<file path="src/sv/rsm_pkg.sv">
// Package with the transaction types and constants of the 5:6 polyphase resampler.
`timescale 1ns / 1ps
package rsm_pkg;

    typedef struct packed {
        logic               op;
        logic signed [15:0] sample_in;
        logic [6:0]         coef_index;
        logic signed [15:0] coef_value;
    } t_in;

    typedef struct packed {
        logic signed [15:0] sample_out;
        logic               last_of_run;
    } t_out;

    typedef struct packed {
        logic               is_load;
        logic               pre;
        logic               emit;
        logic [2:0]         phase;
        logic [6:0]         index;
        logic signed [15:0] data;
    } t_cmd;

    localparam logic        OP_SAMPLE  = 1'b0;
    localparam logic        OP_LOAD    = 1'b1;
    localparam logic        MODE_UP    = 1'b0;
    localparam logic        MODE_DOWN  = 1'b1;
    localparam int          NPHASES    = 6;
    localparam logic [2:0]  PHASE_ZERO = 3'd0;
    localparam logic [2:0]  PHASE_ONE  = 3'd1;
    localparam logic [2:0]  PHASE_TOP  = 3'd6;
    localparam logic [2:0]  PHASE_DOWN_TOP = 3'd5;
    localparam logic [31:0] ROUND_BIAS = 32'h0000_8000;

endpackage

</file>
<file path="src/sv/rsm_ram.sv">
// Generic single write port RAM with one registered read port.
`timescale 1ns / 1ps
module rsm_ram #(
    parameter int WIDTH = 16,
    parameter int DEPTH = 96
) (
    input  logic                     i_clk,
    input  logic                     i_we,
    input  logic [$clog2(DEPTH)-1:0] i_waddr,
    input  logic [WIDTH-1:0]         i_wdata,
    input  logic [$clog2(DEPTH)-1:0] i_raddr,
    output logic [WIDTH-1:0]         o_rdata
);
    logic [WIDTH-1:0] r_mem [DEPTH];

    always_ff @(posedge i_clk) begin
        if (i_we) begin
            r_mem[i_waddr] <= i_wdata;
        end
        o_rdata <= r_mem[i_raddr];
    end
endmodule

</file>
<file path="src/sv/rsm_front.sv">
// Front end: accepts input transactions, tracks phase and mode, and issues commands.
`timescale 1ns / 1ps
module rsm_front #(
    parameter int TAPS = 16
) (
    input  logic          i_clk,
    input  logic          i_rst_n,
    input  logic          i_in_valid,
    output logic          o_in_ready,
    input  rsm_pkg::t_in  i_in_data,
    input  logic          i_cfg_we,
    input  logic          i_cfg_wdata,
    input  logic          i_full,
    output logic          o_push,
    output rsm_pkg::t_cmd o_cmd
);
    import rsm_pkg::*;

    localparam int TABLE_SIZE = NPHASES * TAPS;

    logic       r_mode;
    logic [2:0] r_phase;
    logic [2:0] n_phase;
    logic [2:0] w_up_phase;
    logic       w_accept;
    logic       w_index_ok;

    assign o_in_ready = !i_full;
    assign w_accept   = i_in_valid && o_in_ready;
    assign w_index_ok = 32'(i_in_data.coef_index) < 32'(TABLE_SIZE);
    assign w_up_phase = (r_phase == PHASE_ZERO) ? 3'd2 : 3'(r_phase + 3'd1);

    always_comb begin
        o_cmd   = '0;
        n_phase = r_phase;
        o_push  = 1'b0;
        if (i_in_data.op == OP_LOAD) begin
            o_cmd.is_load = 1'b1;
            o_cmd.index   = i_in_data.coef_index;
            o_cmd.data    = i_in_data.coef_value;
            o_push        = w_accept && w_index_ok;
        end else begin
            o_cmd.data = i_in_data.sample_in;
            o_push     = w_accept;
            if (r_mode == MODE_UP) begin
                o_cmd.pre   = (r_phase == PHASE_ZERO);
                o_cmd.emit  = 1'b1;
                o_cmd.phase = w_up_phase;
                n_phase     = (w_up_phase == PHASE_TOP) ? PHASE_ZERO : w_up_phase;
            end else begin
                o_cmd.emit  = (r_phase != PHASE_ZERO);
                o_cmd.phase = r_phase;
                n_phase     = (r_phase >= PHASE_DOWN_TOP) ? PHASE_ZERO
                                                          : 3'(r_phase + 3'd1);
            end
        end
    end

    always_ff @(posedge i_clk) begin
        if (!i_rst_n) begin
            r_mode  <= MODE_UP;
            r_phase <= PHASE_ZERO;
        end else begin
            if (i_cfg_we) begin
                r_mode <= i_cfg_wdata;
            end
            if (w_accept && i_in_data.op == OP_SAMPLE) begin
                r_phase <= n_phase;
            end
        end
    end
endmodule

</file>
<file path="src/sv/rsm_fifo.sv">
// Two entry command queue between the front end and the filter engine.
`timescale 1ns / 1ps
module rsm_fifo (
    input  logic          i_clk,
    input  logic          i_rst_n,
    input  logic          i_push,
    input  rsm_pkg::t_cmd i_cmd,
    output logic          o_full,
    input  logic          i_pop,
    output logic          o_empty,
    output rsm_pkg::t_cmd o_head
);
    import rsm_pkg::*;

    t_cmd       r_mem [2];
    logic       r_wptr;
    logic       r_rptr;
    logic [1:0] r_count;

    assign o_full  = (r_count == 2'd2);
    assign o_empty = (r_count == 2'd0);
    assign o_head  = r_mem[r_rptr];

    always_ff @(posedge i_clk) begin
        if (i_push && !o_full) begin
            r_mem[r_wptr] <= i_cmd;
        end
    end

    always_ff @(posedge i_clk) begin
        if (!i_rst_n) begin
            r_wptr  <= 1'b0;
            r_rptr  <= 1'b0;
            r_count <= 2'd0;
        end else begin
            if (i_push && !o_full) begin
                r_wptr <= !r_wptr;
            end
            if (i_pop && !o_empty) begin
                r_rptr <= !r_rptr;
            end
            r_count <= 2'(r_count + 2'(i_push && !o_full) - 2'(i_pop && !o_empty));
        end
    end
endmodule

</file>
<file path="src/sv/rsm_back.sv">
// Filter engine: coefficient table, delay line and shared multiply-accumulate.
`timescale 1ns / 1ps
module rsm_back #(
    parameter int TAPS = 16
) (
    input  logic          i_clk,
    input  logic          i_rst_n,
    input  logic          i_empty,
    input  rsm_pkg::t_cmd i_head,
    output logic          o_pop,
    output logic          o_out_valid,
    input  logic          i_out_ready,
    output rsm_pkg::t_out o_out_data
);
    import rsm_pkg::*;

    localparam int DEPTH = NPHASES * TAPS;
    localparam int AW    = $clog2(DEPTH);
    localparam int CW    = $clog2(TAPS);
    localparam logic [AW-1:0] TAPS_A = AW'(TAPS);
    localparam logic [CW-1:0] CNT_LAST = CW'(TAPS - 1);

    typedef enum logic [2:0] {
        S_IDLE,
        S_SHIFT,
        S_MAC,
        S_DRAIN,
        S_OUT
    } t_state;

    t_state             r_state, n_state;
    logic signed [15:0] r_dl [TAPS];
    logic signed [15:0] n_dl [TAPS];
    logic [AW-1:0]      r_addr, n_addr;
    logic [CW-1:0]      r_cnt, n_cnt;
    logic [31:0]        r_acc, n_acc;
    t_cmd               r_cmd, n_cmd;
    logic               r_last, n_last;
    logic               r_out_valid, n_out_valid;
    t_out               r_out, n_out;

    logic               r_s1_v, r_s1_last;
    logic signed [15:0] r_s1_samp;
    logic               r_s2_v, r_s2_last;
    logic signed [31:0] r_s2_prod;
    logic               w_issue;
    logic [15:0]        w_rdata;
    logic signed [31:0] w_prod;
    logic [31:0]        w_round;
    logic               w_ram_we;

    assign o_out_valid = r_out_valid;
    assign o_out_data  = r_out;
    assign o_pop       = (r_state == S_IDLE) && !i_empty;
    assign w_ram_we    = o_pop && i_head.is_load;
    assign w_issue     = (r_state == S_MAC);
    assign w_prod      = r_s1_samp * signed'(w_rdata);
    assign w_round     = r_acc + ROUND_BIAS;

    rsm_ram #(
        .WIDTH(16),
        .DEPTH(DEPTH)
    ) u_coef_ram (
        .i_clk  (i_clk),
        .i_we   (w_ram_we),
        .i_waddr(AW'(i_head.index)),
        .i_wdata(i_head.data),
        .i_raddr(r_addr),
        .o_rdata(w_rdata)
    );

    always_comb begin
        n_state     = r_state;
        n_dl        = r_dl;
        n_addr      = r_addr;
        n_cnt       = r_cnt;
        n_acc       = r_acc;
        n_cmd       = r_cmd;
        n_last      = r_last;
        n_out       = r_out;
        n_out_valid = r_out_valid && !i_out_ready;
        if (r_s2_v) begin
            n_acc = r_acc + {r_s2_prod[30:0], 1'b0};
        end
        unique case (r_state)
            S_IDLE: begin
                if (!i_empty && !i_head.is_load) begin
                    n_cmd = i_head;
                    if (i_head.pre) begin
                        n_addr  = TAPS_A - AW'(1);
                        n_cnt   = '0;
                        n_acc   = '0;
                        n_last  = 1'b0;
                        n_state = S_MAC;
                    end else begin
                        n_state = S_SHIFT;
                    end
                end
            end
            S_SHIFT: begin
                for (int j = TAPS - 1; j > 0; j--) begin
                    n_dl[j] = r_dl[j-1];
                end
                n_dl[0] = r_cmd.data;
                if (r_cmd.emit) begin
                    n_addr  = AW'(AW'(r_cmd.phase) * TAPS_A - AW'(1));
                    n_cnt   = '0;
                    n_acc   = '0;
                    n_last  = 1'b1;
                    n_state = S_MAC;
                end else begin
                    n_state = S_IDLE;
                end
            end
            S_MAC: begin
                for (int j = 0; j < TAPS - 1; j++) begin
                    n_dl[j] = r_dl[j+1];
                end
                n_dl[TAPS-1] = r_dl[0];
                n_addr = r_addr - AW'(1);
                n_cnt  = r_cnt + CW'(1);
                if (r_cnt == CNT_LAST) begin
                    n_state = S_DRAIN;
                end
            end
            S_DRAIN: begin
                if (r_s2_v && r_s2_last) begin
                    n_state = S_OUT;
                end
            end
            S_OUT: begin
                if (!r_out_valid) begin
                    n_out_valid       = 1'b1;
                    n_out.sample_out  = w_round[31:16];
                    n_out.last_of_run = r_last;
                    n_state           = r_last ? S_IDLE : S_SHIFT;
                end
            end
            default: n_state = S_IDLE;
        endcase
    end

    always_ff @(posedge i_clk) begin
        if (!i_rst_n) begin
            r_state     <= S_IDLE;
            r_out_valid <= 1'b0;
            for (int j = 0; j < TAPS; j++) begin
                r_dl[j] <= '0;
            end
        end else begin
            r_state     <= n_state;
            r_out_valid <= n_out_valid;
            r_dl        <= n_dl;
        end
        r_addr <= n_addr;
        r_cnt  <= n_cnt;
        r_acc  <= n_acc;
        r_cmd  <= n_cmd;
        r_last <= n_last;
        r_out  <= n_out;
    end

    always_ff @(posedge i_clk) begin
        if (!i_rst_n) begin
            r_s1_v <= 1'b0;
            r_s2_v <= 1'b0;
        end else begin
            r_s1_v <= w_issue;
            r_s2_v <= r_s1_v;
        end
        r_s1_samp <= r_dl[0];
        r_s1_last <= (r_cnt == CNT_LAST);
        r_s2_prod <= w_prod;
        r_s2_last <= r_s1_last;
    end
endmodule

</file>
<file path="src/sv/polyphase_resampler_5_6_top.sv">
// Top level of the 5:6 polyphase resampler.
// Sequence: an idle engine writes a load transaction to the coefficient RAM as it pops it; a sample
// with one result is shifted into the delay line and run through the multiply-accumulate, and output
// valid rises once the products have drained; a sample with two results first gives a pre-shift result.
// The single multiply-accumulate serves one sample at a time; the queue holds new ones meanwhile.
// Synchronous active-low reset clears delay line, phase, mode and queue but not the RAM.
`timescale 1ns / 1ps
module polyphase_resampler_5_6_top #(
    parameter int TAPS = 16
) (
    input  logic          i_clk,
    input  logic          i_rst_n,
    input  logic          i_in_valid,
    output logic          o_in_ready,
    input  rsm_pkg::t_in  i_in_data,
    output logic          o_out_valid,
    input  logic          i_out_ready,
    output rsm_pkg::t_out o_out_data,
    input  logic          i_cfg_we,
    input  logic          i_cfg_wdata
);
    import rsm_pkg::*;

    t_cmd w_push_cmd;
    t_cmd w_head;
    logic w_push;
    logic w_full;
    logic w_pop;
    logic w_empty;

    rsm_front #(
        .TAPS(TAPS)
    ) u_front (
        .i_clk      (i_clk),
        .i_rst_n    (i_rst_n),
        .i_in_valid (i_in_valid),
        .o_in_ready (o_in_ready),
        .i_in_data  (i_in_data),
        .i_cfg_we   (i_cfg_we),
        .i_cfg_wdata(i_cfg_wdata),
        .i_full     (w_full),
        .o_push     (w_push),
        .o_cmd      (w_push_cmd)
    );

    rsm_fifo u_fifo (
        .i_clk  (i_clk),
        .i_rst_n(i_rst_n),
        .i_push (w_push),
        .i_cmd  (w_push_cmd),
        .o_full (w_full),
        .i_pop  (w_pop),
        .o_empty(w_empty),
        .o_head (w_head)
    );

    rsm_back #(
        .TAPS(TAPS)
    ) u_back (
        .i_clk      (i_clk),
        .i_rst_n    (i_rst_n),
        .i_empty    (w_empty),
        .i_head     (w_head),
        .o_pop      (w_pop),
        .o_out_valid(o_out_valid),
        .i_out_ready(i_out_ready),
        .o_out_data (o_out_data)
    );
endmodule

</file>
<file path="config.mk">
export PLATFORM = sky130hd
export DESIGN_NAME = polyphase_resampler_5_6_top
export DESIGN_NICKNAME = d
export VERILOG_FILES = /design/src/sv/rsm_pkg.sv /design/src/sv/rsm_ram.sv /design/src/sv/rsm_front.sv /design/src/sv/rsm_fifo.sv /design/src/sv/rsm_back.sv /design/src/sv/polyphase_resampler_5_6_top.sv
export SDC_FILE = /design/constraint.sdc
export NUM_CORES = 2
export LEC_CHECK = 0
export ABC_AREA = 1
export BUFFER_PORTS_ARGS = -buffer_cell sky130_fd_sc_hd__buf_4
export CORE_ASPECT_RATIO = 2
export CORE_MARGIN = 5
export CORE_UTILIZATION = 64
export CTS_CLUSTER_DIAMETER = 80
export DETAILED_ROUTE_END_ITERATION = 7
export PLACE_DENSITY = 0.8
export SKIP_LAST_GASP = 1
export SYNTH_ARGS = -nofsm -noshare
export SYNTH_HDL_FRONTEND = slang
export SYNTH_SLANG_ARGS = --single-unit
</file>
<file path="constraint.sdc">
create_clock -name i_clk -period 7.2 [get_ports i_clk]
set_input_delay 0.72 -clock i_clk [delete_from_list [all_inputs] [get_ports i_clk]]
set_output_delay 0.72 -clock i_clk [all_outputs]
set_load 0.01 [all_outputs]
</file>
==> results.md <==
* Outcome: finished, final reports clean
* Most frequent cells in the layout: edfxtp_1, o21ai_0, nand2_1
* # rows at 196
* Starting Density at 0.6425
* WL/cell at 24.01 um
* CTS root buffer: clkbuf_16
* CP cell instances: nand2_1 -> inv_1 -> fa_1 -> inv_1 -> fa_1 -> inv_1 -> fa_1 -> fa_1 -> fa_1 -> fa_1 -> ha_1 -> nand2_1 -> nor4_1 -> nand3_1 -> nand3_1 -> nand2_1 -> nand2_1 -> nand3_1 -> nand2_1
* Drt pass-1 iters at 6
* Layout Skew at 57.35 ps
* GP Congestion at 0.9949
* Die area at 151200 um2
* First-pass GRT wire length at 373.2 mm
* Syn nets at 8915
* Antenna violations before repair at 4
* Crit path max fanout at 16
* Register area at 56680 um2
* Vias in the first global route at 64880
* Overflow after GRT at 0
* Critical path arrival at 6990 ps
* Min Tclk post-route at 6231 ps
* Fraction of layout cells with a size suffix above 1 at 0.06239
* Area growth from synthesis to layout at 7.807%
* CTS hold repair buffers at 0
* Fill cell count at 9848
* CTS max path bufs at 4
* Sequential area share after synthesis at 0.6192
* Vias per inst at 6.257
* Setup TNS Final at 0 ps
* Largest net degree at the start of global routing at 202
* Critical path class: reg2reg
* Post-synthesis cell area at 91540 um2
* Final instance area at 98690 um2
* Synth Area per Inst at 10.78 um2
* Wirelength, routed at 247.6 mm
* Post-DP HPWL at 152.9 mm
* Max_cap viols at 0
* Via count at 64530
* Crit path capture type: flop
* Dpl cell area at 93250 um2
* Antenna viol nets, final at 0
* Synth Warn # at 0
* Die width at 277.4 um
* Core box area at 142500 um2
* Buf/Inv on CP at 3
* Layout Nets at 8729
* Endpoints failing hold at 0
* Unrepaired setup endpoints after global routing: no
* Number of port buffers at 64
* Max Clk Rate at 160.5 MHz
* Leading cell type in the layout, fill and taps excluded: edfxtp_1
* CP top delay family: adder cells
* Later-pin clock latency in the skew report at 820 ps
* Clock sinks at 2010
* Die height at 544.8 um
* Data required, critical path at 7960 ps
* CP max stage delay at 780 ps
* Cell variety after synth at 49
* Ys flop type: edfxtp_1
* Cts bufs inserted at 173
* H-tree levels at 4
* Area of the multi-input gates at 29940 um2
* # DRC at 0
* Slew @ Worst Pin at 1290 ps
* Clock slew seen by the registers of the worst setup and hold paths at 70 ps
* Post-synth EDFFs at 1643
* DR iter-0 viols at 7515
* Hold WC Path Type: in2reg
* Post-synth ARST share at 0
* Final number of setup-violating endpoints at 0
* CP max-delay cell: dfxtp_1
* CTS tree: done
* Yosys reg bits at 2010
* Synth Instances at 8493
* CTS resizes at 0
* Cell repeated most along the worst path: fa_1
* Rel. slew slack at 0.1400
* Critical path startpoint category: flop
* Final Max Tran Viols at 0
* Postcts setup bufs at 0
* Period Utilization, post-route at 0.8655
* Tot GR Track Use at 0.3211
* # IOs at 65
## Yosys cell counts, drive strengths merged, types with 2 or more instances
master | count | share of area
o21ai | 1302 | 0.071
fa | 257 | 0.056
xor2 | 44 | 0.0042
o221ai | 64 | 0.0061
nand2 | 1082 | 0.045
nor2 | 1082 | 0.045
nor3 | 15 | 0.00093
nand4 | 10 | 0.00068
o21bai | 8 | 0.00066
buf | 185 | 0.012
a21oi | 422 | 0.023
inv | 709 | 0.029
o21a | 6 | 0.00049
and2 | 2 | 0.00014
nor4 | 6 | 0.00057
edfxtp | 1643 | 0.54
o211ai | 329 | 0.027
ha | 119 | 0.016
nand3 | 343 | 0.019
clkinv | 3 | 0.00014
o22ai | 67 | 0.0046
a21o | 8 | 0.00066
or2 | 14 | 0.00096
dfxtp | 367 | 0.080
clkbuf | 372 | 0.015
a31oi | 8 | 0.00055
nand3b | 3 | 0.00025
xnor2 | 15 | 0.0014
## area by class of cell
cell class	instances	area share
sequential	2010	0.5744
multi-input combinational	5214	0.3033
clock buffer	227	0.04799
inverter	712	0.02742
tap	1881	0.02385
timing repair buffer	196	0.01596
clock inverter	72	0.006999
antenna	2	0.00005071
## layer usage
layer | up-vias | global-route usage | routed length, um
met2 | 3266 | 0.5688 | 126700
met4 | 0 | 0.2659 | 25120
met1 | 31300 | 0.3389 | 77690
met5 | - | 0 | 0
met3 | 957 | 0.04435 | 18130
li1 | 29010 | - | -
## flip-flops by register name, summed over array words and instances, names as in the netlist, 2 cells and up, named ones only
name,cells
u_back.u_coef_ram.r_mem,1536
u_back.r_dl,256
u_fifo.r_mem,58
u_back.r_acc,31
u_back.r_s2_prod,31
u_back.r_cmd,20
u_back.o_out_data,17
u_back.r_s1_samp,16
u_back.u_coef_ram.o_rdata,16
u_back.r_addr,7
u_back.r_cnt,4
u_back.r_state,3
u_front.r_phase,3
u_fifo.r_count,2
## cell families (layout without fill, tap and decap cells)
logic type	Yosys count	count (layout)	share of synthesized area
and+or+nand+nor	2559	2559	0.1116
AOI/OAI and AO/OA	2219	2219	0.1349
DFF	2010	2010	0.6192
buffers and inverters	1269	1207	0.05608
adders and majority gates	376	376	0.07247
xor gates and xnor gates	59	59	0.005645
muxes	1	1	0.0001094
other	0	2	0
## worst register-to-register path, stage by stage, from the launching register on
cell	delay (ps)
dfxtp_1	780
nand2_1	180
inv_1	170
fa_1	590
inv_1	150
fa_1	480
inv_1	300
fa_1	510
fa_1	570
fa_1	450
fa_1	460
ha_1	370
nand2_1	170
nor4_1	400
nand3_1	130
nand3_1	180
nand2_1	110
nand2_1	70
nand3_1	60
nand2_1	70
## through the flow
stage	std cells	util	worst slack, ps	hold slack, ps
6_report	10310	0.6926	968.7	150.2
5_1_grt	10310	0.6926	557.1	129.6
4_1_cts	10310	0.6926	979.3	101.4
3_5_place_dp	10010	0.6545	953.1	317.4
3_3_place_gp	10010	0.6545	990.6	311.4
2_1_floorplan	8493	-	1734	309.6
## worst paths after layout
| path | from | end | slack, ps | cells past startpoint |
|---|---|---|---|---|
| setup / recovery | u_back.u_coef_ram.o_rdata[1] | u_back.r_s2_prod[30] | 970 | 19 |
| hold / removal | i_cfg_wdata | u_front.r_mode | 150 | 3 |
| setup reg to reg | u_back.u_coef_ram.o_rdata[1] | u_back.r_s2_prod[30] | 970 | 19 |
| hold reg to reg | u_back.r_s1_last | u_back.r_s2_last | 330 | 0 |
Power is left out: the tool's default activity adds up to more than one toggle a clock period on the data nets, which glitch-free logic cannot reach.
